==> src/sv/baro_pressure_temp_compensation_top_assert.svh <==
// Assertion macros shared by the compensation pipeline modules.
// Depends on nothing; the module that uses them supplies clk and rst_n.
`ifndef BARO_PRESSURE_TEMP_COMPENSATION_TOP_ASSERT_SVH
`define BARO_PRESSURE_TEMP_COMPENSATION_TOP_ASSERT_SVH

`ifndef SYNTHESIS

// Checked only outside reset.
`define BPTC_ASSERT_RST(lbl, prop, msg) \
  lbl: assert property (@(posedge clk) disable iff (!rst_n) prop) else $error(msg);

// Checked on every edge, reset included.
`define BPTC_ASSERT_ALL(lbl, prop, msg) \
  lbl: assert property (@(posedge clk) prop) else $error(msg);

`else

`define BPTC_ASSERT_RST(lbl, prop, msg)

`define BPTC_ASSERT_ALL(lbl, prop, msg)

`endif

`endif

==> src/sv/bptc_pkg.sv <==
// Package for the barometric compensation pipeline: widths, register
// indexes, saturation limits and the structs passed between stages.
package bptc_pkg;

  // Field widths.
  localparam int RAW_W   = 24;
  localparam int CAL_W   = 16;
  localparam int TEMP_W  = 19;
  localparam int PRES_W  = 22;
  localparam int IDX_W   = 3;

  // Internal widths.
  localparam int DT_W     = RAW_W + 1;          // dT = D2 - C5 * 2^8
  localparam int MULT_W   = DT_W + CAL_W;       // dT times a calibration word
  localparam int DTSQ_W   = 2 * DT_W - 1;       // dT squared
  localparam int DTEMP_W  = 18;                 // dT * C6 / 2^23
  localparam int OFF1_W   = 36;                 // first-order OFF
  localparam int SENS1_W  = 35;                 // first-order SENS
  localparam int T2_W     = 17;                 // dT^2 / 2^31
  localparam int CORR_W   = 40;                 // corrected OFF and SENS

  // Shift amounts of the integer formula.
  localparam int TEMP_SHIFT = 23;
  localparam int OFF_SHIFT  = 7;
  localparam int SENS_SHIFT = 8;
  localparam int T2_SHIFT   = 31;
  localparam int C5_SHIFT   = 8;
  localparam int C2_SHIFT   = 16;
  localparam int C1_SHIFT   = 15;
  localparam int PROD_SHIFT = 21;
  localparam int PRES_SHIFT = 15;

  // Temperature thresholds in 0.01 degC.
  localparam logic signed [TEMP_W-1:0] TEMP_REF     = 19'sd2000;
  localparam logic signed [TEMP_W-1:0] TEMP_LOW_OFS = 19'sd1500;

  // Saturation limits.
  localparam logic signed [TEMP_W-1:0] TEMP_MIN = {1'b1, {(TEMP_W-1){1'b0}}};
  localparam logic signed [TEMP_W-1:0] TEMP_MAX = {1'b0, {(TEMP_W-1){1'b1}}};
  localparam logic signed [PRES_W-1:0] PRES_MIN = {1'b1, {(PRES_W-1){1'b0}}};
  localparam logic signed [PRES_W-1:0] PRES_MAX = {1'b0, {(PRES_W-1){1'b1}}};

  // Calibration register indexes.
  typedef logic [IDX_W-1:0] cfg_idx_t;
  localparam cfg_idx_t REG_PRESSURE_SENSITIVITY = 3'd0;
  localparam cfg_idx_t REG_PRESSURE_OFFSET      = 3'd1;
  localparam cfg_idx_t REG_SENSITIVITY_TEMPCO   = 3'd2;
  localparam cfg_idx_t REG_OFFSET_TEMPCO        = 3'd3;
  localparam cfg_idx_t REG_REFERENCE_TEMP       = 3'd4;
  localparam cfg_idx_t REG_TEMP_SLOPE           = 3'd5;

  // Calibration words C1 to C6.
  typedef struct packed {
    logic [CAL_W-1:0] c1;
    logic [CAL_W-1:0] c2;
    logic [CAL_W-1:0] c3;
    logic [CAL_W-1:0] c4;
    logic [CAL_W-1:0] c5;
    logic [CAL_W-1:0] c6;
  } cal_t;

  // First-order results handed to the correction stages.
  typedef struct packed {
    logic [RAW_W-1:0]          d1;
    logic signed [TEMP_W-1:0]  temp1;
    logic signed [DTEMP_W-1:0] dtemp;
    logic signed [OFF1_W-1:0]  off1;
    logic signed [SENS1_W-1:0] sens1;
    logic [T2_W-1:0]           t2;
  } first_t;

  // Corrected values handed to the pressure stages.
  typedef struct packed {
    logic [RAW_W-1:0]         d1;
    logic signed [TEMP_W-1:0] temp;
    logic signed [CORR_W-1:0] off;
    logic signed [CORR_W-1:0] sens;
  } second_t;

endpackage

==> src/sv/bptc_pres.sv <==
// Pressure stages: D1 * SENS as two partial products, their sum shifted,
// then the offset subtraction, final shift and saturation.
// Depends on bptc_pkg and the assertion macro header.
`include "baro_pressure_temp_compensation_top_assert.svh"

module bptc_pres (
  input  logic                              clk,
  input  logic                              rst_n,
  input  logic                              in_valid,
  output logic                              in_ready,
  input  bptc_pkg::second_t                 in_data,
  output logic                              out_valid,
  input  logic                              out_ready,
  output logic signed [bptc_pkg::TEMP_W-1:0] out_temp,
  output logic signed [bptc_pkg::PRES_W-1:0] out_pres
);
  import bptc_pkg::*;

  localparam int NSTG    = 3;
  localparam int SPLIT   = 20;
  localparam int HI_W    = CORR_W - SPLIT;
  localparam int PPLO_W  = RAW_W + SPLIT;
  localparam int PPHI_W  = RAW_W + 1 + HI_W;
  localparam int PROD_W  = 64;
  localparam int Q_W     = PROD_W - PROD_SHIFT;
  localparam int DIFF_W  = Q_W + 1;
  localparam int PFULL_W = DIFF_W - PRES_SHIFT;

  logic [NSTG-1:0] v_r, v_nxt, rdy, vin, ld;

  logic [PPLO_W-1:0]         p1_pplo_r, pplo_nxt;
  logic signed [PPHI_W-1:0]  p1_pphi_r, pphi_nxt;
  logic signed [CORR_W-1:0]  p1_off_r, p2_off_r;
  logic signed [TEMP_W-1:0]  p1_temp_r, p2_temp_r;
  logic signed [HI_W-1:0]    sens_hi;

  logic signed [PROD_W-1:0]  hi_ext, lo_ext, prod;
  logic signed [Q_W-1:0]     p2_q_r, q_nxt;

  logic signed [DIFF_W-1:0]  q_x, off_x, diff;
  logic signed [PFULL_W-1:0] pfull;
  logic signed [PRES_W-1:0]  pres_nxt;

  logic signed [TEMP_W-1:0]  p3_temp_r;
  logic signed [PRES_W-1:0]  p3_pres_r;

  // Stage handshake.
  always_comb begin
    rdy[NSTG-1] = !v_r[NSTG-1] || out_ready;
    for (int k = NSTG - 2; k >= 0; k--) begin
      rdy[k] = !v_r[k] || rdy[k+1];
    end
    vin   = {v_r[NSTG-2:0], in_valid};
    ld    = rdy & vin;
    v_nxt = (rdy & vin) | (~rdy & v_r);
  end

  assign in_ready  = rdy[0];
  assign out_valid = v_r[NSTG-1];
  assign out_temp  = p3_temp_r;
  assign out_pres  = p3_pres_r;

  // Stage one: SENS split into a low unsigned and a high signed half.
  assign sens_hi  = $signed(in_data.sens[CORR_W-1:SPLIT]);
  assign pplo_nxt = in_data.d1 * in_data.sens[SPLIT-1:0];
  assign pphi_nxt = $signed({1'b0, in_data.d1}) * sens_hi;

  // Stage two: recombine and divide by 2^21.
  always_comb begin
    hi_ext = p1_pphi_r;
    lo_ext = $signed(PROD_W'(p1_pplo_r));
    prod   = (hi_ext <<< SPLIT) + lo_ext;
    q_nxt  = prod[PROD_W-1:PROD_SHIFT];
  end

  // Stage three: subtract OFF, divide by 2^15, clamp.
  always_comb begin
    q_x   = p2_q_r;
    off_x = p2_off_r;
    diff  = q_x - off_x;
    pfull = diff[DIFF_W-1:PRES_SHIFT];
    if ((&pfull[PFULL_W-1:PRES_W-1]) || !(|pfull[PFULL_W-1:PRES_W-1])) begin
      pres_nxt = pfull[PRES_W-1:0];
    end else begin
      pres_nxt = pfull[PFULL_W-1] ? PRES_MIN : PRES_MAX;
    end
  end

  // Valid bits.
  always_ff @(posedge clk) begin
    if (!rst_n) begin
      v_r <= '0;
    end else begin
      v_r <= v_nxt;
    end
  end

  // Payload registers.
  always_ff @(posedge clk) begin
    if (ld[0]) begin
      p1_pplo_r <= pplo_nxt;
      p1_pphi_r <= pphi_nxt;
      p1_off_r  <= in_data.off;
      p1_temp_r <= in_data.temp;
    end
    if (ld[1]) begin
      p2_q_r    <= q_nxt;
      p2_off_r  <= p1_off_r;
      p2_temp_r <= p1_temp_r;
    end
    if (ld[2]) begin
      p3_pres_r <= pres_nxt;
      p3_temp_r <= p2_temp_r;
    end
  end

  `BPTC_ASSERT_ALL(a_pres_full, !in_ready |-> (&v_r), "pressure stages stall with a bubble")

  // The result register drains toward the output without losing an item.
  `BPTC_ASSERT_RST(a_pres_hold, (v_r[2] && !out_ready) |=> v_r[2], "pressure result dropped while stalled")

endmodule

==> config.mk <==
export PLATFORM = sky130hd
export DESIGN_NAME = bptc_pres
export DESIGN_NICKNAME = d
export VERILOG_FILES = /design/src/sv/bptc_pkg.sv /design/src/sv/bptc_pres.sv
export VERILOG_INCLUDE_DIRS = /design/src /design/src/sv
export SDC_FILE = /design/constraint.sdc
export NUM_CORES = 2
export LEC_CHECK = 0
export BUFFER_PORTS_ARGS = -buffer_cell sky130_fd_sc_hd__buf_2
export CAP_MARGIN = 20
export CORE_UTILIZATION = 44
export DETAILED_ROUTE_END_ITERATION = 16
export GPL_ROUTABILITY_DRIVEN = 0
export PLACE_DENSITY = 0.58
export SETUP_SLACK_MARGIN = 0.4
export SYNTH_ARGS = -nofsm -noshare
export SYNTH_HDL_FRONTEND = slang
export SYNTH_SLANG_ARGS = --single-unit
==> constraint.sdc <==
create_clock -name clk -period 8.5 [get_ports clk]
set_input_delay 0.425 -clock clk [delete_from_list [all_inputs] [get_ports clk]]
set_output_delay 0.425 -clock clk [all_outputs]
set_load 0.01 [all_outputs]
==> impl_metrics.ini <==
[status]
status = finished, final reports clean

[setup_path]
crit_slowest_cell = fa_1
start_kind = input port
max_stage_delay_ns = 0.56
crit_fanout = 16
setup.worst_path.class = input port to flip-flop
required_ns = 8.91
critPathCaptureType = flip-flop
crit_top_cell = fa_1
arrival_ns = 7.94

[logic_synthesis]
synth-async-reset-ratio_pct = 0
synthXorXnorAreaFrac_pct = 2.70
synth_area_leaders = fa_1 (37%), edfxtp_1 (19%), ha_1 (11%)
synth_top_family_by_area = adder cells
synth_fa_ha_area_share_pct = 48.2
synth_cells = 4309
ys.warnings.count = 0
synth_mux_area_share_pct = 0.0234
ys_types = 69
synth_compound_area_share_pct = 5.82
synth_area_per_cell_sq_um = 9.93
ys_ff_latch = 273
synth-simple-area-share_pct = 14.4
synth.most_common_cell = inv_1
synth_commonest_cells = inv_1 (915), fa_1 (785), nand2_1 (538), and2_1 (464), ha_1 (392)
synthFlopType = edfxtp_1
synth_edf_count = 270
synth_top_area_share_pct = 36.7
synth_nets = 5613
synth_largest_area_cell = fa_1
syn_area_sq_um = 42800
ys_seq_area_share_pct = 19.1

[finish]
finalCoreUtilization_pct = 47.5
fillerInstances = 9178
stdcell_area_sq_um = 45900
fin_cells = 5671
fin_nets = 5675
multiInputGateArea_sq_um = 30500
final-seq-area_sq_um = 8170
area_growth_pct = 7.23
drive_gt1_share_pct = 6.51

[run]
max_cap_viol_count = 0

[clock_network]
cts_tree = yes
max-clock-path-buffers = 3
cts.hold.buffers_added = 0
post_cts_resized = 0
cts_sinks = 273
root_buffer = clkbuf_16
clkSlewWorstSetupHoldPaths_ns = 0.06
postCtsSetupBuffers = 0
clkLatencyLatePin_ns = 0.54
cts_made_buffers = 27
htreeDepth = 1

[sta]
tns_ns = 0
hold_viol_final = 0
rsz0062_at_grt = no
fmaxAchievable_mhz = 133
fin_crit_sh_pct = 88.6
drv_slew = 0
period_needed_ns = 7.53
clock_skew_ns = 0.0196
slew_headroom_pct = 30.4
setup_violations = 0
worstMarginPinSlew_ns = 1.04

[floorplan]
die_h_um = 314
rows = 114
dieArea_sq_um = 98500
start_util_pct = 44.3
core_area_sq_um = 96600
num_io_pins = 170
die_x_um = 314

[global_routing]
grt_util_all_layers_pct = 23.0
grt_max_degree = 82
grt_pass1_vias = 31381
gr-usage-met1_pct = 32.2
grt_use_met2_pct = 37.9
grt_pass1_wl_um = 176000
grt_overflow_total = 0
top_usage_layer = met2
antenna_found_initial = 6
use_met3_pct = 3.00

[route]
first_pass_iters = 5
first_iter_violations = 1784
wl_um = 108000
routedWlPerCell_um = 19.1
vias_per_cell = 5.11
drc = 0
vias = 28961
antenna_left = 0

[place]
port_buffers = 169
dp_cells = 5617
placed_cell_area_sq_um = 45000
place_hpwl_um = 86400

[worst_hold_path]
hp-class = input port to flip-flop
-- through the flow --
step           hold WS, ns  setup slack [ns]
3_5_place_dp         0.405             0.489
3_3_place_gp         0.400             0.607
4_1_cts             0.0139              1.05
5_1_grt             0.0217             0.606
6_report            0.0517             0.970
2_1_floorplan        0.400             0.616
-- flip-flops by register name, summed over array words and instances, names as in the netlist, named ones only --
name and flops:
p1_temp_r 19, p2_off_r 40, p1_off_r 40, p2_temp_r 19, p1_pplo_r 24, out_temp 19, out_pres 22, p2_q_r 43
p1_pphi_r 44
-- layout by cell type, fill, tap and decap left out, types with 15 or more instances in the layout --
master and count:
nor3_1 15, a21o_1 76, nor2b_1 20, clkbuf_16 27, o21ai_0 70, nor2_1 71
and3_1 20, nand4_1 22, edfxtp_1 270, ha_1 392, nand2b_1 29, fa_1 785
nand3_1 33, inv_1 915, nand2_1 538, xor2_1 45, a21oi_1 112, o21bai_1 16
buf_4 55, buf_2 169, and2_1 464, xnor2_1 87
-- cells by family after synthesis --
| logic type | Yosys count |
|---|---|
| XOR/XNOR | 132 |
| AO/OA/AOI/OAI | 382 |
| adder cells (fa/ha/maj) | 1177 |
| multiplexers | 1 |
| flip-flops | 273 |
| AND/OR/NAND/NOR | 1234 |
| buffers and inverters | 1110 |
-- per-layer routing --
metal,routed length [um],up-vias
met2,50300,780
met3,6660,127
li1,-,13308
met1,48700,14746
met4,2600,0
met5,0,-
-- critical path, delay by kind of cell --
kind	cells	cell delay [ns]
adders and majority gates	8	3.67
AOI/OAI and AO/OA	6	1.54
buffers and inverters	7	1.24
and+or+nand+nor	4	1.04
-- final timing paths --
kind | from | endpoint | slack [ns] | depth (start not counted)
setup / recovery | in_data[108] | p1_pphi_r[36] | 0.97 | 25
hold / removal | in_data[61] | p1_off_r[21] | 0.05 | 1
setup reg to reg | p2_off_r[16] | out_pres[8] | 4.53 | 13
hold reg to reg | p2_temp_r[14] | out_temp[14] | 0.41 | 0
-- area by class of cell --
class / count / area share (%)
clock buffers: 37 / 1.58
flip-flops and latches: 273 / 17.8
diodes: 4 / 0.0218
well taps: 1276 / 3.48
clock inverters: 12 / 0.308
repair buffers: 228 / 2.92
inverters: 915 / 7.48
multi-input cells: 2926 / 66.4
Power is left out: the tool's default activity adds up to more than one toggle a clock period on the data nets, which glitch-free logic cannot reach.
