--- config.mk ---
export PLATFORM = sky130hd
export DESIGN_NAME = bptc_second
export DESIGN_NICKNAME = d
export VERILOG_FILES = /design/src/sv/bptc_pkg.sv /design/src/sv/bptc_second.sv
export VERILOG_INCLUDE_DIRS = /design/src /design/src/sv
export SDC_FILE = /design/constraint.sdc
export NUM_CORES = 2
export LEC_CHECK = 0
export BUFFER_PORTS_ARGS = -buffer_cell sky130_fd_sc_hd__buf_2
export CORE_ASPECT_RATIO = 1.4
export CORE_MARGIN = 2
export CORE_UTILIZATION = 35
export DETAILED_ROUTE_END_ITERATION = 8
export PLACE_DENSITY = 0.6
export SETUP_SLACK_MARGIN = 0.05
export SLEW_MARGIN = 5
export SYNTH_ARGS = -nofsm -noshare
export SYNTH_HDL_FRONTEND = slang
export SYNTH_SLANG_ARGS = --single-unit
export TNS_END_PERCENT = 50
--- constraint.sdc ---
create_clock -name clk -period 13.2 [get_ports clk]
set_input_delay 2.64 -clock clk [delete_from_list [all_inputs] [get_ports clk]]
set_output_delay 2.64 -clock clk [all_outputs]
set_load 0.01 [all_outputs]
--- src/sv/baro_pressure_temp_compensation_top_assert.svh ---
// Assertion macros shared by the compensation pipeline modules.
// Depends on nothing; the module that uses them supplies clk and rst_n.
`ifndef BARO_PRESSURE_TEMP_COMPENSATION_TOP_ASSERT_SVH
`define BARO_PRESSURE_TEMP_COMPENSATION_TOP_ASSERT_SVH

`ifndef SYNTHESIS

// Checked only outside reset.
`define BPTC_ASSERT_RST(lbl, prop, msg) \
  lbl: assert property (@(posedge clk) disable iff (!rst_n) prop) else $error(msg);

// Checked on every edge, reset included.
`define BPTC_ASSERT_ALL(lbl, prop, msg) \
  lbl: assert property (@(posedge clk) prop) else $error(msg);

`else

`define BPTC_ASSERT_RST(lbl, prop, msg)

`define BPTC_ASSERT_ALL(lbl, prop, msg)

`endif

`endif

--- src/sv/bptc_pkg.sv ---
// Package for the barometric compensation pipeline: widths, register
// indexes, saturation limits and the structs passed between stages.
package bptc_pkg;

  // Field widths.
  localparam int RAW_W   = 24;
  localparam int CAL_W   = 16;
  localparam int TEMP_W  = 19;
  localparam int PRES_W  = 22;
  localparam int IDX_W   = 3;

  // Internal widths.
  localparam int DT_W     = RAW_W + 1;          // dT = D2 - C5 * 2^8
  localparam int MULT_W   = DT_W + CAL_W;       // dT times a calibration word
  localparam int DTSQ_W   = 2 * DT_W - 1;       // dT squared
  localparam int DTEMP_W  = 18;                 // dT * C6 / 2^23
  localparam int OFF1_W   = 36;                 // first-order OFF
  localparam int SENS1_W  = 35;                 // first-order SENS
  localparam int T2_W     = 17;                 // dT^2 / 2^31
  localparam int CORR_W   = 40;                 // corrected OFF and SENS

  // Shift amounts of the integer formula.
  localparam int TEMP_SHIFT = 23;
  localparam int OFF_SHIFT  = 7;
  localparam int SENS_SHIFT = 8;
  localparam int T2_SHIFT   = 31;
  localparam int C5_SHIFT   = 8;
  localparam int C2_SHIFT   = 16;
  localparam int C1_SHIFT   = 15;
  localparam int PROD_SHIFT = 21;
  localparam int PRES_SHIFT = 15;

  // Temperature thresholds in 0.01 degC.
  localparam logic signed [TEMP_W-1:0] TEMP_REF     = 19'sd2000;
  localparam logic signed [TEMP_W-1:0] TEMP_LOW_OFS = 19'sd1500;

  // Saturation limits.
  localparam logic signed [TEMP_W-1:0] TEMP_MIN = {1'b1, {(TEMP_W-1){1'b0}}};
  localparam logic signed [TEMP_W-1:0] TEMP_MAX = {1'b0, {(TEMP_W-1){1'b1}}};
  localparam logic signed [PRES_W-1:0] PRES_MIN = {1'b1, {(PRES_W-1){1'b0}}};
  localparam logic signed [PRES_W-1:0] PRES_MAX = {1'b0, {(PRES_W-1){1'b1}}};

  // Calibration register indexes.
  typedef logic [IDX_W-1:0] cfg_idx_t;
  localparam cfg_idx_t REG_PRESSURE_SENSITIVITY = 3'd0;
  localparam cfg_idx_t REG_PRESSURE_OFFSET      = 3'd1;
  localparam cfg_idx_t REG_SENSITIVITY_TEMPCO   = 3'd2;
  localparam cfg_idx_t REG_OFFSET_TEMPCO        = 3'd3;
  localparam cfg_idx_t REG_REFERENCE_TEMP       = 3'd4;
  localparam cfg_idx_t REG_TEMP_SLOPE           = 3'd5;

  // Calibration words C1 to C6.
  typedef struct packed {
    logic [CAL_W-1:0] c1;
    logic [CAL_W-1:0] c2;
    logic [CAL_W-1:0] c3;
    logic [CAL_W-1:0] c4;
    logic [CAL_W-1:0] c5;
    logic [CAL_W-1:0] c6;
  } cal_t;

  // First-order results handed to the correction stages.
  typedef struct packed {
    logic [RAW_W-1:0]          d1;
    logic signed [TEMP_W-1:0]  temp1;
    logic signed [DTEMP_W-1:0] dtemp;
    logic signed [OFF1_W-1:0]  off1;
    logic signed [SENS1_W-1:0] sens1;
    logic [T2_W-1:0]           t2;
  } first_t;

  // Corrected values handed to the pressure stages.
  typedef struct packed {
    logic [RAW_W-1:0]         d1;
    logic signed [TEMP_W-1:0] temp;
    logic signed [CORR_W-1:0] off;
    logic signed [CORR_W-1:0] sens;
  } second_t;

endpackage

--- src/sv/bptc_second.sv ---
// Second-order stages: squares of the temperature offsets, then the
// T2, OFF2 and SENS2 corrections and temperature saturation.
// Depends on bptc_pkg and the assertion macro header.
`include "baro_pressure_temp_compensation_top_assert.svh"

module bptc_second (
  input  logic              clk,
  input  logic              rst_n,
  input  logic              in_valid,
  output logic              in_ready,
  input  bptc_pkg::first_t  in_data,
  output logic              out_valid,
  input  logic              out_ready,
  output bptc_pkg::second_t out_data
);
  import bptc_pkg::*;

  localparam int NSTG = 2;
  localparam int SQ_W  = 2 * DTEMP_W;
  localparam int SQ2_W = 2 * TEMP_W;

  logic [NSTG-1:0] v_r, v_nxt, rdy, vin, ld;

  logic [RAW_W-1:0]          s1_d1_r;
  logic signed [TEMP_W-1:0]  s1_temp1_r, b_nxt;
  logic signed [OFF1_W-1:0]  s1_off1_r;
  logic signed [SENS1_W-1:0] s1_sens1_r;
  logic [T2_W-1:0]           s1_t2_r;
  logic signed [SQ_W-1:0]    s1_sq_r, sq_nxt;
  logic signed [SQ2_W-1:0]   s1_sq2_r, sq2_nxt;
  logic                      s1_below_ref_r, s1_below_low_r;

  logic [CORR_W-1:0]         sq_w, sq2_w, five_sq, seven_sq2, eleven_sq2, off2, sens2;
  logic signed [CORR_W-1:0]  off1_x, sens1_x, off_nxt, sens_nxt;
  logic signed [TEMP_W:0]    temp1_x, t2_x, tc;
  logic signed [TEMP_W-1:0]  temp_nxt;

  logic [RAW_W-1:0]          s2_d1_r;
  logic signed [TEMP_W-1:0]  s2_temp_r;
  logic signed [CORR_W-1:0]  s2_off_r, s2_sens_r;

  // Stage handshake.
  always_comb begin
    rdy[NSTG-1] = !v_r[NSTG-1] || out_ready;
    for (int k = NSTG - 2; k >= 0; k--) begin
      rdy[k] = !v_r[k] || rdy[k+1];
    end
    vin   = {v_r[NSTG-2:0], in_valid};
    ld    = rdy & vin;
    v_nxt = (rdy & vin) | (~rdy & v_r);
  end

  assign in_ready  = rdy[0];
  assign out_valid = v_r[NSTG-1];

  // Stage one: TEMP - 2000 and TEMP + 1500 squared.
  assign b_nxt   = in_data.temp1 + TEMP_LOW_OFS;
  assign sq_nxt  = in_data.dtemp * in_data.dtemp;
  assign sq2_nxt = b_nxt * b_nxt;

  // Stage two: constant multiples by shift and add, then the corrections.
  always_comb begin
    sq_w       = CORR_W'($unsigned(s1_sq_r));
    sq2_w      = CORR_W'($unsigned(s1_sq2_r));
    five_sq    = (sq_w << 2) + sq_w;
    seven_sq2  = (sq2_w << 3) - sq2_w;
    eleven_sq2 = (sq2_w << 3) + (sq2_w << 1) + sq2_w;

    off2  = '0;
    sens2 = '0;
    if (s1_below_ref_r) begin
      off2  = five_sq >> 1;
      sens2 = five_sq >> 2;
    end
    if (s1_below_low_r) begin
      off2  = off2 + seven_sq2;
      sens2 = sens2 + (eleven_sq2 >> 1);
    end

    off1_x   = s1_off1_r;
    sens1_x  = s1_sens1_r;
    off_nxt  = off1_x - $signed(off2);
    sens_nxt = sens1_x - $signed(sens2);

    // Temperature after T2, clamped to the output range.
    temp1_x = s1_temp1_r;
    t2_x    = s1_below_ref_r ? $signed((TEMP_W+1)'(s1_t2_r)) : '0;
    tc      = temp1_x - t2_x;
    if (tc[TEMP_W] != tc[TEMP_W-1]) begin
      temp_nxt = tc[TEMP_W] ? TEMP_MIN : TEMP_MAX;
    end else begin
      temp_nxt = tc[TEMP_W-1:0];
    end
  end

  always_comb begin
    out_data.d1   = s2_d1_r;
    out_data.temp = s2_temp_r;
    out_data.off  = s2_off_r;
    out_data.sens = s2_sens_r;
  end

  // Valid bits.
  always_ff @(posedge clk) begin
    if (!rst_n) begin
      v_r <= '0;
    end else begin
      v_r <= v_nxt;
    end
  end

  // Payload registers.
  always_ff @(posedge clk) begin
    if (ld[0]) begin
      s1_d1_r        <= in_data.d1;
      s1_temp1_r     <= in_data.temp1;
      s1_off1_r      <= in_data.off1;
      s1_sens1_r     <= in_data.sens1;
      s1_t2_r        <= in_data.t2;
      s1_sq_r        <= sq_nxt;
      s1_sq2_r       <= sq2_nxt;
      s1_below_ref_r <= in_data.dtemp[DTEMP_W-1];
      s1_below_low_r <= b_nxt[TEMP_W-1];
    end
    if (ld[1]) begin
      s2_d1_r   <= s1_d1_r;
      s2_temp_r <= temp_nxt;
      s2_off_r  <= off_nxt;
      s2_sens_r <= sens_nxt;
    end
  end

  `BPTC_ASSERT_ALL(a_second_full, !in_ready |-> (&v_r), "correction stages stall with a bubble")

  // At or above 20 degC the offset and sensitivity pass unchanged.
  `BPTC_ASSERT_RST(a_no_corr_warm, (v_r[0] && rdy[1] && !s1_below_ref_r) |=> (s2_off_r == $past(s1_off1_r) && s2_sens_r == $past(s1_sens1_r)), "correction applied above reference")

endmodule

==> impl_metrics.ini <==
[run_status]
status = finished, final reports clean

[cells_and_area]
final_layout_size_suffix_gt1_frac = 0.0806
final_core_utilization = 0.388
final_cell_mix = inv_1 (914), fa_1 (700), ha_1 (473), nand2_1 (353), edfxtp_1 (327)
layout_commonest_cell = inv_1
syn_to_final_growth_pct = 9.71
final_nets = 6388

[clock_tree]
cts_max_path_buffers = 3
cts_buffers = 34
clk_pin_slew_ps = 70
cts.sink_count = 329
insertion_delay_ps = 590
ctsHtreeMaxLevel = 2
tritoncts = yes
cts_resized = 0
cts_hold_buf = 0
postCtsSetupRepairBufs = 0
cts_root_buffer = clkbuf_16

[critical_path]
path_class = in2reg
cp.arrival_ps = 11730
critPathRequiredTime_ps = 13500
startpoint_type = primary input
cp_slowest_cell = fa_1
endpoint = s1_sq2_r[35]
crit_path_start = in_data[108]
cpMostUsedCell = inv_1
rr_worst_depth = 29
crit_path_max_incr_delay_ps = 550
r2r_slack_ps = 4780
r2r-start = s1_sq_r[2]
crit_fanout = 15
r2r_end = s2_sens_r[39]
cp-end-kind = flip-flop

[synth]
ys_async_sr_fraction = 0
synth-main-ff-cell = edfxtp_1
netlist_area_um2 = 47500
synth_top_area_frac = 0.295
avgSynthCellArea_um2 = 9.87
synthCells = 4811
yosys-top-cells-area = fa_1 (30%), edfxtp_1 (21%), ha_1 (12%)
synth-warning-count = 0
ys_ff_latch = 329
syn_nets = 6137
yosys.area.top_type = fa_1
ys_types = 94
synth_edf_count = 327
ys_seq_area_frac = 0.208

[grt]
grt_max_degree = 71
grt.busiest_layer = met2
grt_pass1_wl_um = 198000
grt_overflow = 0
grtUsageMet1 = 0.213
grt_util_met2 = 0.347
grt_usage = 0.181
antenna_found_initial = 9
grt_use_met3 = 0.0136
grt_pass1_vias = 36806

[placed_design]
gp_congestion = 0.905
hpwl_um = 105000
numPortBuffers = 277

[drt]
totalWireLength_um = 125000
drt_first_pass_iters = 5
wire_per_inst_um = 18.2
vias = 34197
drt-initial-drc-count = 1800
viasPerCell = 4.99
drc_errors = 0
detail-route-antenna-nets = 0

[timing]
period_minus_slack_ps = 11430
hold_viol = 0
tightest_slew_ps = 976
slew_viol_final = 0
rsz0062_at_grt = no
fin_worst_skew_ps = 28.7
finalCritPeriodShare = 0.866
tns_ps = 0
relSlewSlack = 0.340
setup_viol = 0
fmax_mhz = 87.5

[floorplanning]
initial_core_util = 0.353
io_pins = 278
rows = 159
die_h_um = 440
core_area_um2 = 134000
die_w_um = 315
dieArea_um2 = 139000

[flow_run]
maxCapViolCount = 0

[worst_hold_path]
worstHoldPathType = reg2reg
## critical path: cells and delay by family
kind,cells,cell delay [ps]
adder cells (fa/ha/maj),9,4000
buffers and inverters,9,1640
AO/OA/AOI/OAI,11,2690
AND/OR/NAND/NOR,3,430
XOR/XNOR,1,80
multiplexers,1,220
## stage by stage
step	hold WS, ps	setup WS (ps)	cells	area [µm²]
after floorplan	400	2120	4811	47500
after global placement	400	1410	6797	51000
after detailed placement	405	1290	6797	51000
after CTS	412	1870	6857	52100
after global routing	419	1120	6858	52100
final	415	1770	6859	52100
## flip-flops by register name, indices dropped and copies added, names as in the netlist
name,count
s2_sens_r,40
s1_t2_r,17
s2_off_r,40
s1_sens1_r,35
s1_sq_r,35
s1_sq2_r,36
s1_below_low_r,1
s1_temp1_r,19
s1_below_ref_r,1
s2_d1_r,24
s1_d1_r,24
s1_off1_r,36
v_r,2
s2_temp_r,19
## cell families (layout without fill, tap and decap cells)
logic type               Yosys count  after routing  share of synthesized area
adder cells (fa/ha/maj)         1173           1173                      0.420
XOR/XNOR                         312            312                     0.0576
AO/OA/AOI/OAI                    911            911                      0.124
buffers and inverters           1007           1282                     0.0797
other                              1              3                  0.0000790
flip-flops                       329            329                      0.208
AND/OR/NAND/NOR                 1070           1070                      0.109
multiplexers                       8              8                    0.00174
## area by class of cell
class                      instances  area, µm²
multi-input combinational       3475      33800
sequential                       329       9860
clock inverter                    22        228
antenna                            2       5.00
inverter                         919       3450
clock buffer                      38        887
fill                           13284      82200
timing repair buffer             303       1580
tap                             1771       2220
## worst min-delay path by stage
stage	start	to	slack [ps]	cells past startpoint
final	s1_d1_r[5]	s2_d1_r[5]	420	0
after global routing	s1_d1_r[5]	s2_d1_r[5]	420	0
after CTS	s1_d1_r[13]	s2_d1_r[13]	410	0
after detailed placement	s1_d1_r[6]	s2_d1_r[6]	400	0
after global placement	s1_d1_r[18]	s2_d1_r[18]	400	0
after floorplan	s1_d1_r[0]	s2_d1_r[0]	400	0
## routing by layer
metal	vias up	wire length, µm
met5	-	58
met4	10	3550
met3	172	3850
met2	637	66800
met1	17025	50500
li1	16353	-
## synth_stat cells, types with 6 or more instances
library cell	count
a211o_1	8
a211oi_1	34
a21boi_1	7
a21o_1	143
a21oi_1	308
a22oi_1	15
a31o_2	10
a31oi_1	30
and2_1	125
and3_1	37
and4_1	8
clkbuf_1	83
edfxtp_1	327
fa_1	700
ha_1	473
inv_1	914
mux2i_1	6
nand2_1	353
nand2b_1	68
nand3_1	60
nand4_1	24
nor2_1	231
nor2b_1	40
nor3_1	53
nor4_1	14
o211ai_1	20
o21a_1	43
o21ai_0	115
o21ai_1	34
o21bai_1	44
o31ai_1	9
or2_2	15
or3_1	19
xnor2_1	219
xor2_1	93
Power is not shown: default switching activity piles up to over one toggle a cycle in this logic, so the estimate is an artifact.
