**config.mk**
```make
export PLATFORM = sky130hd
export DESIGN_NAME = bptc_first
export DESIGN_NICKNAME = d
export VERILOG_FILES = /design/src/sv/bptc_pkg.sv /design/src/sv/bptc_first.sv
export VERILOG_INCLUDE_DIRS = /design/src /design/src/sv
export SDC_FILE = /design/constraint.sdc
export NUM_CORES = 2
export LEC_CHECK = 0
export BUFFER_PORTS_ARGS = -buffer_cell sky130_fd_sc_hd__buf_2
export CAP_MARGIN = 20
export CELL_PAD_IN_SITES_DETAIL_PLACEMENT = 1
export CELL_PAD_IN_SITES_GLOBAL_PLACEMENT = 2
export CORE_MARGIN = 2
export CORE_UTILIZATION = 40
export DETAILED_ROUTE_END_ITERATION = 8
export PLACE_DENSITY = 0.83
export SYNTH_ARGS = -nofsm -noshare
export SYNTH_HDL_FRONTEND = slang
export SYNTH_SLANG_ARGS = --single-unit
export TNS_END_PERCENT = 50
```
**constraint.sdc**
```tcl
create_clock -name clk -period 24.2 [get_ports clk]
set_input_delay 4.84 -clock clk [delete_from_list [all_inputs] [get_ports clk]]
set_output_delay 4.84 -clock clk [all_outputs]
set_load 0.02 [all_outputs]
```
**src/sv/baro_pressure_temp_compensation_top_assert.svh**
```systemverilog
// Assertion macros shared by the compensation pipeline modules.
// Depends on nothing; the module that uses them supplies clk and rst_n.
`ifndef BARO_PRESSURE_TEMP_COMPENSATION_TOP_ASSERT_SVH
`define BARO_PRESSURE_TEMP_COMPENSATION_TOP_ASSERT_SVH

`ifndef SYNTHESIS

// Checked only outside reset.
`define BPTC_ASSERT_RST(lbl, prop, msg) \
  lbl: assert property (@(posedge clk) disable iff (!rst_n) prop) else $error(msg);

// Checked on every edge, reset included.
`define BPTC_ASSERT_ALL(lbl, prop, msg) \
  lbl: assert property (@(posedge clk) prop) else $error(msg);

`else

`define BPTC_ASSERT_RST(lbl, prop, msg)

`define BPTC_ASSERT_ALL(lbl, prop, msg)

`endif

`endif

```
**src/sv/bptc_pkg.sv**
```systemverilog
// Package for the barometric compensation pipeline: widths, register
// indexes, saturation limits and the structs passed between stages.
package bptc_pkg;

  // Field widths.
  localparam int RAW_W   = 24;
  localparam int CAL_W   = 16;
  localparam int TEMP_W  = 19;
  localparam int PRES_W  = 22;
  localparam int IDX_W   = 3;

  // Internal widths.
  localparam int DT_W     = RAW_W + 1;          // dT = D2 - C5 * 2^8
  localparam int MULT_W   = DT_W + CAL_W;       // dT times a calibration word
  localparam int DTSQ_W   = 2 * DT_W - 1;       // dT squared
  localparam int DTEMP_W  = 18;                 // dT * C6 / 2^23
  localparam int OFF1_W   = 36;                 // first-order OFF
  localparam int SENS1_W  = 35;                 // first-order SENS
  localparam int T2_W     = 17;                 // dT^2 / 2^31
  localparam int CORR_W   = 40;                 // corrected OFF and SENS

  // Shift amounts of the integer formula.
  localparam int TEMP_SHIFT = 23;
  localparam int OFF_SHIFT  = 7;
  localparam int SENS_SHIFT = 8;
  localparam int T2_SHIFT   = 31;
  localparam int C5_SHIFT   = 8;
  localparam int C2_SHIFT   = 16;
  localparam int C1_SHIFT   = 15;
  localparam int PROD_SHIFT = 21;
  localparam int PRES_SHIFT = 15;

  // Temperature thresholds in 0.01 degC.
  localparam logic signed [TEMP_W-1:0] TEMP_REF     = 19'sd2000;
  localparam logic signed [TEMP_W-1:0] TEMP_LOW_OFS = 19'sd1500;

  // Saturation limits.
  localparam logic signed [TEMP_W-1:0] TEMP_MIN = {1'b1, {(TEMP_W-1){1'b0}}};
  localparam logic signed [TEMP_W-1:0] TEMP_MAX = {1'b0, {(TEMP_W-1){1'b1}}};
  localparam logic signed [PRES_W-1:0] PRES_MIN = {1'b1, {(PRES_W-1){1'b0}}};
  localparam logic signed [PRES_W-1:0] PRES_MAX = {1'b0, {(PRES_W-1){1'b1}}};

  // Calibration register indexes.
  typedef logic [IDX_W-1:0] cfg_idx_t;
  localparam cfg_idx_t REG_PRESSURE_SENSITIVITY = 3'd0;
  localparam cfg_idx_t REG_PRESSURE_OFFSET      = 3'd1;
  localparam cfg_idx_t REG_SENSITIVITY_TEMPCO   = 3'd2;
  localparam cfg_idx_t REG_OFFSET_TEMPCO        = 3'd3;
  localparam cfg_idx_t REG_REFERENCE_TEMP       = 3'd4;
  localparam cfg_idx_t REG_TEMP_SLOPE           = 3'd5;

  // Calibration words C1 to C6.
  typedef struct packed {
    logic [CAL_W-1:0] c1;
    logic [CAL_W-1:0] c2;
    logic [CAL_W-1:0] c3;
    logic [CAL_W-1:0] c4;
    logic [CAL_W-1:0] c5;
    logic [CAL_W-1:0] c6;
  } cal_t;

  // First-order results handed to the correction stages.
  typedef struct packed {
    logic [RAW_W-1:0]          d1;
    logic signed [TEMP_W-1:0]  temp1;
    logic signed [DTEMP_W-1:0] dtemp;
    logic signed [OFF1_W-1:0]  off1;
    logic signed [SENS1_W-1:0] sens1;
    logic [T2_W-1:0]           t2;
  } first_t;

  // Corrected values handed to the pressure stages.
  typedef struct packed {
    logic [RAW_W-1:0]         d1;
    logic signed [TEMP_W-1:0] temp;
    logic signed [CORR_W-1:0] off;
    logic signed [CORR_W-1:0] sens;
  } second_t;

endpackage

```
**src/sv/bptc_first.sv**
```systemverilog
// First-order stages: dT, the four dT products, then TEMP, OFF, SENS and T2.
// Depends on bptc_pkg and the assertion macro header.
`include "baro_pressure_temp_compensation_top_assert.svh"

module bptc_first (
  input  logic                       clk,
  input  logic                       rst_n,
  input  bptc_pkg::cal_t             cal,
  input  logic                       in_valid,
  output logic                       in_ready,
  input  logic [bptc_pkg::RAW_W-1:0] in_d1,
  input  logic [bptc_pkg::RAW_W-1:0] in_d2,
  output logic                       out_valid,
  input  logic                       out_ready,
  output bptc_pkg::first_t           out_data
);
  import bptc_pkg::*;

  localparam int NSTG = 3;

  logic [NSTG-1:0] v_r, v_nxt, rdy, vin, ld;

  logic [RAW_W-1:0]         s1_d1_r, s2_d1_r;
  logic signed [DT_W-1:0]   s1_dt_r, dt_nxt;
  logic signed [MULT_W-1:0] s2_ptemp_r, s2_poff_r, s2_psens_r;
  logic signed [MULT_W-1:0] ptemp_nxt, poff_nxt, psens_nxt;
  logic signed [DTSQ_W-1:0] s2_dtsq_r, dtsq_nxt;
  logic signed [DT_W-1:0]   c6_s, c4_s, c3_s;
  logic signed [DTEMP_W-1:0] dtemp;
  logic signed [TEMP_W-1:0]  dtemp_x;
  logic signed [OFF1_W-1:0]  off_frac, off_base;
  logic signed [SENS1_W-1:0] sens_frac, sens_base;
  first_t s3_r, s3_nxt;

  // Stage handshake: a stage takes new data when it is empty or drains.
  always_comb begin
    rdy[NSTG-1] = !v_r[NSTG-1] || out_ready;
    for (int k = NSTG - 2; k >= 0; k--) begin
      rdy[k] = !v_r[k] || rdy[k+1];
    end
    vin   = {v_r[NSTG-2:0], in_valid};
    ld    = rdy & vin;
    v_nxt = (rdy & vin) | (~rdy & v_r);
  end

  assign in_ready  = rdy[0];
  assign out_valid = v_r[NSTG-1];
  assign out_data  = s3_r;

  // Stage one: temperature difference against the reference reading.
  assign dt_nxt = $signed({1'b0, in_d2}) - $signed({1'b0, cal.c5, {C5_SHIFT{1'b0}}});

  // Stage two: the dT products, one multiplier each.
  assign c6_s      = $signed({{(DT_W-CAL_W){1'b0}}, cal.c6});
  assign c4_s      = $signed({{(DT_W-CAL_W){1'b0}}, cal.c4});
  assign c3_s      = $signed({{(DT_W-CAL_W){1'b0}}, cal.c3});
  assign ptemp_nxt = s1_dt_r * c6_s;
  assign poff_nxt  = s1_dt_r * c4_s;
  assign psens_nxt = s1_dt_r * c3_s;
  assign dtsq_nxt  = s1_dt_r * s1_dt_r;

  // Stage three: shifts and the first-order sums.
  always_comb begin
    dtemp     = $signed(s2_ptemp_r[MULT_W-1:TEMP_SHIFT]);
    dtemp_x   = dtemp;
    off_frac  = $signed(s2_poff_r[MULT_W-1:OFF_SHIFT]);
    off_base  = $signed(OFF1_W'({cal.c2, {C2_SHIFT{1'b0}}}));
    sens_frac = $signed(s2_psens_r[MULT_W-1:SENS_SHIFT]);
    sens_base = $signed(SENS1_W'({cal.c1, {C1_SHIFT{1'b0}}}));

    s3_nxt.d1    = s2_d1_r;
    s3_nxt.dtemp = dtemp;
    s3_nxt.temp1 = dtemp_x + TEMP_REF;
    s3_nxt.off1  = off_base + off_frac;
    s3_nxt.sens1 = sens_base + sens_frac;
    s3_nxt.t2    = s2_dtsq_r[T2_SHIFT+T2_W-1:T2_SHIFT];
  end

  // Valid bits.
  always_ff @(posedge clk) begin
    if (!rst_n) begin
      v_r <= '0;
    end else begin
      v_r <= v_nxt;
    end
  end

  // Payload registers.
  always_ff @(posedge clk) begin
    if (ld[0]) begin
      s1_d1_r <= in_d1;
      s1_dt_r <= dt_nxt;
    end
    if (ld[1]) begin
      s2_d1_r    <= s1_d1_r;
      s2_ptemp_r <= ptemp_nxt;
      s2_poff_r  <= poff_nxt;
      s2_psens_r <= psens_nxt;
      s2_dtsq_r  <= dtsq_nxt;
    end
    if (ld[2]) begin
      s3_r <= s3_nxt;
    end
  end

  // A stalled input means every stage holds an item.
  `BPTC_ASSERT_ALL(a_first_full, !in_ready |-> (&v_r), "first stages stall with a bubble")

endmodule

```
==> summary.txt <==
Run status
  • Status: finished clean

Synth
  • Register bit total from synthesis: 321
  • Asr flop ratio synth: 0%
  • Unique masters post-synth: 70
  • EDFF count, synth: 318
  • Synthesized area: 72030 um2
  • Cells after Synth: 7195
  • Syn nets: 9578
  • Sequential-to-total area share from yosys stat: 13.34%
  • Yosys warning count: 0
  • Syn_area_per_cell: 10.01 um2
  • Post-synth top flop: edfxtp_1

GRT
  • Vias in the first global route: 57560
  • GRT overflow: 0
  • Largest net degree at the start of global routing: 96
  • GRT Total Usage: 23.12%
  • First-pass GRT wire length: 328.0 mm
  • Initial antenna violation count: 19

Clocking
  • Root Buffer: clkbuf_16
  • Clock Latency Late Sink: 0.70 ns
  • Cts hold-fix bufs: 0
  • Postcts setup bufs: 0
  • Clock sinks: 321
  • TritonCTS clock tree: yes
  • CTS Buf Count: 43
  • Max clock buf depth: 3
  • PostCTS Resize Cnt: 0
  • H-tree levels: 2
  • Clk slew on worst S/H paths: 0.06 ns

Timing
  • Worst-Margin Slew: 1.115 ns
  • # setup viols final: 0
  • Endpoints failing hold: 0
  • Skew final: 0.07801 ns
  • Tcrit/Tclk final: 46.72%
  • Setup total negative slack: 0 ns
  • Minimum clock period: 11.31 ns
  • Slew HR: 25.65%
  • Max-slew violation count: 0
  • RSZ-0062 raised after global routing: false
  • Max Clk Rate: 88.44 MHz

Hold path
  • Hold endpoint: s2_d1_r[22]$_DFFE_PP_
  • Worst min-delay path category: reg2reg
  • WHS Path Cells: 0
  • Hold path start: s1_d1_r[22]$_DFFE_PP_

Detailed routing
  • Initial drt markers: 2098
  • Routed wire length: 202.7 mm
  • Detailed-router iteration count before antenna repair: 5
  • Number of remaining DRC errors: 0
  • Average wire per standard cell: 20.93 um
  • Post-DRT Antenna Nets: 0
  • Vias per inst: 4.978
  • Via count: 48210

Final layout
  • Area growth from synthesis to layout: 7.261%
  • Final #Nets: 9674
  • Register Area: 9609 um2
  • Layout fillers: 20090
  • Commonest non-fill, non-tap cells in the layout: inv_1, fa_1, nand2_1
  • Area of the multi-input gates: 53840 um2
  • Layout cells sized above 1: 6.102%
  • Most common cell after layout, fill and taps aside: inv_1

Setup path
  • Reg-to-reg startpoint: s1_dt_r[3]$_DFFE_PP_
  • Req. time, crit path: 24.60 ns
  • CP Launch Type: input pin
  • Critical Path End Type: register
  • Cells on worst reg2reg path: 26
  • WS Path Type: in2reg
  • Reg2reg end: s2_dtsq_r[42]$_DFFE_PP_
  • Arrival @ worst endpoint: 11.71 ns
  • Reg2Reg Setup Slack: 14.86 ns
  • CP Max Fanout: 25

Placement
  • Post-DP HPWL: 154.5 mm
  • GPL Wtd Cong: 0.8486
  • I/O Buffers: 298

Flow run
  • Max-cap violations: 0

Floorplan
  • Full die area: 183500 um2
  • Cell Rows: 155
  • Die width: 428.3 um
  • Die H: 428.3 um
  • Starting Density: 40.32%
  • # IOs: 299
  • Area of the core: 178600 um2
cell families after synthesis:
family / Yosys count / synth area share (%)
buffers and inverters: 2288 / 11.96
xor gates and xnor gates: 192 / 2.335
muxes: 1 / 0.01390
adders and majority gates: 2235 / 57.01
and+or+nand+nor: 1816 / 12.20
DFF: 321 / 13.34
AOI/OAI and AO/OA: 342 / 3.137
worst max path at each step:
| stage | startpoint | endpoint | depth (start not counted) |
|---|---|---|---|
| 2_1_floorplan | out_ready | s2_d1_r[0]$_DFFE_PP_ | 2 |
| 3_3_place_gp | cal[34] | s2_poff_r[40]$_DFFE_PP_ | 24 |
| 3_5_place_dp | cal[34] | s2_poff_r[40]$_DFFE_PP_ | 23 |
| 4_1_cts | cal[8] | s2_ptemp_r[39]$_DFFE_PP_ | 24 |
| 5_1_grt | cal[8] | s2_ptemp_r[39]$_DFFE_PP_ | 24 |
| 6_report | cal[8] | s2_ptemp_r[39]$_DFFE_PP_ | 24 |
sequential cells by signal (all words and copies together) (netlist names), named ones only:
signal / count
s2_dtsq_r: 17
s1_d1_r: 24
s2_d1_r: 24
s2_psens_r: 33
s1_dt_r: 25
out_data: 143
s2_poff_r: 34
s2_ptemp_r: 18
per-stage QoR:
step                      setup WS (ns)  utilization, %  cells  instance area [um2]  hold slack (ns)
after floorplan                   9.358               -   7195                72030           0.4003
after global placement            12.36           42.44   9601                75810           0.4014
after detailed placement          12.35           42.44   9601                75810           0.4056
after CTS                         13.04           43.25   9680                77250           0.4160
after global routing              12.53           43.25   9683                77250           0.4197
final                             12.89           43.25   9684                77260           0.4146
layout make-up:
class	instances	area share (%)
clock buffers	47	1.412
multi-input cells	4586	69.69
clock inverters	32	0.4438
repair buffers	355	2.549
flip-flops and latches	321	12.44
well taps	2355	3.814
inverters	1984	9.640
diodes	4	0.01296
per-layer routing:
layer,up-vias,wire length (um),global-route usage [%]
li1,21010,-,-
met1,25960,84550,29.54
met2,927,104100,41.33
met3,297,8287,2.844
met4,14,5638,6.063
met5,-,91,0
critical path, stage by stage:
cell	delay, ns
buf_2	0.55
nand2_1	0.18
fa_1	0.58
inv_1	0.05
fa_1	0.50
inv_1	0.05
fa_1	0.53
inv_1	0.05
fa_1	0.48
inv_1	0.05
fa_1	0.49
inv_1	0.05
fa_1	0.44
ha_1	0.30
a21oi_1	0.15
nor2_1	0.06
a211oi_1	0.46
a211o_1	0.22
o211ai_1	0.17
a31oi_1	0.54
o21ai_1	0.30
a211o_1	0.36
a21oi_1	0.19
xnor2_1	0.09
cells in the mapped netlist (all sizes together) (10+ instances only):
| cell | count | area share (%) |
|---|---|---|
| nand3 | 29 | 0.20 |
| xnor2 | 135 | 1.6 |
| o21bai | 10 | 0.10 |
| o21ai | 58 | 0.41 |
| and2 | 629 | 5.5 |
| nand2 | 896 | 4.7 |
| a21oi | 112 | 0.80 |
| o21a | 19 | 0.20 |
| nand2b | 22 | 0.19 |
| inv | 1984 | 10 |
| a21boi | 13 | 0.14 |
| buf | 10 | 0.083 |
| xor2 | 57 | 0.69 |
| fa | 1745 | 49 |
| nor2b | 35 | 0.30 |
| a31oi | 10 | 0.087 |
| nand4 | 13 | 0.11 |
| edfxtp | 318 | 13 |
| nor2 | 114 | 0.59 |
| clkbuf | 294 | 1.5 |
| nor3 | 24 | 0.17 |
| ha | 490 | 8.5 |
| a21o | 51 | 0.53 |
| and3 | 23 | 0.20 |
Power is left out: the tool's default activity adds up to more than one toggle a clock period on the data nets, which glitch-free logic cannot reach.
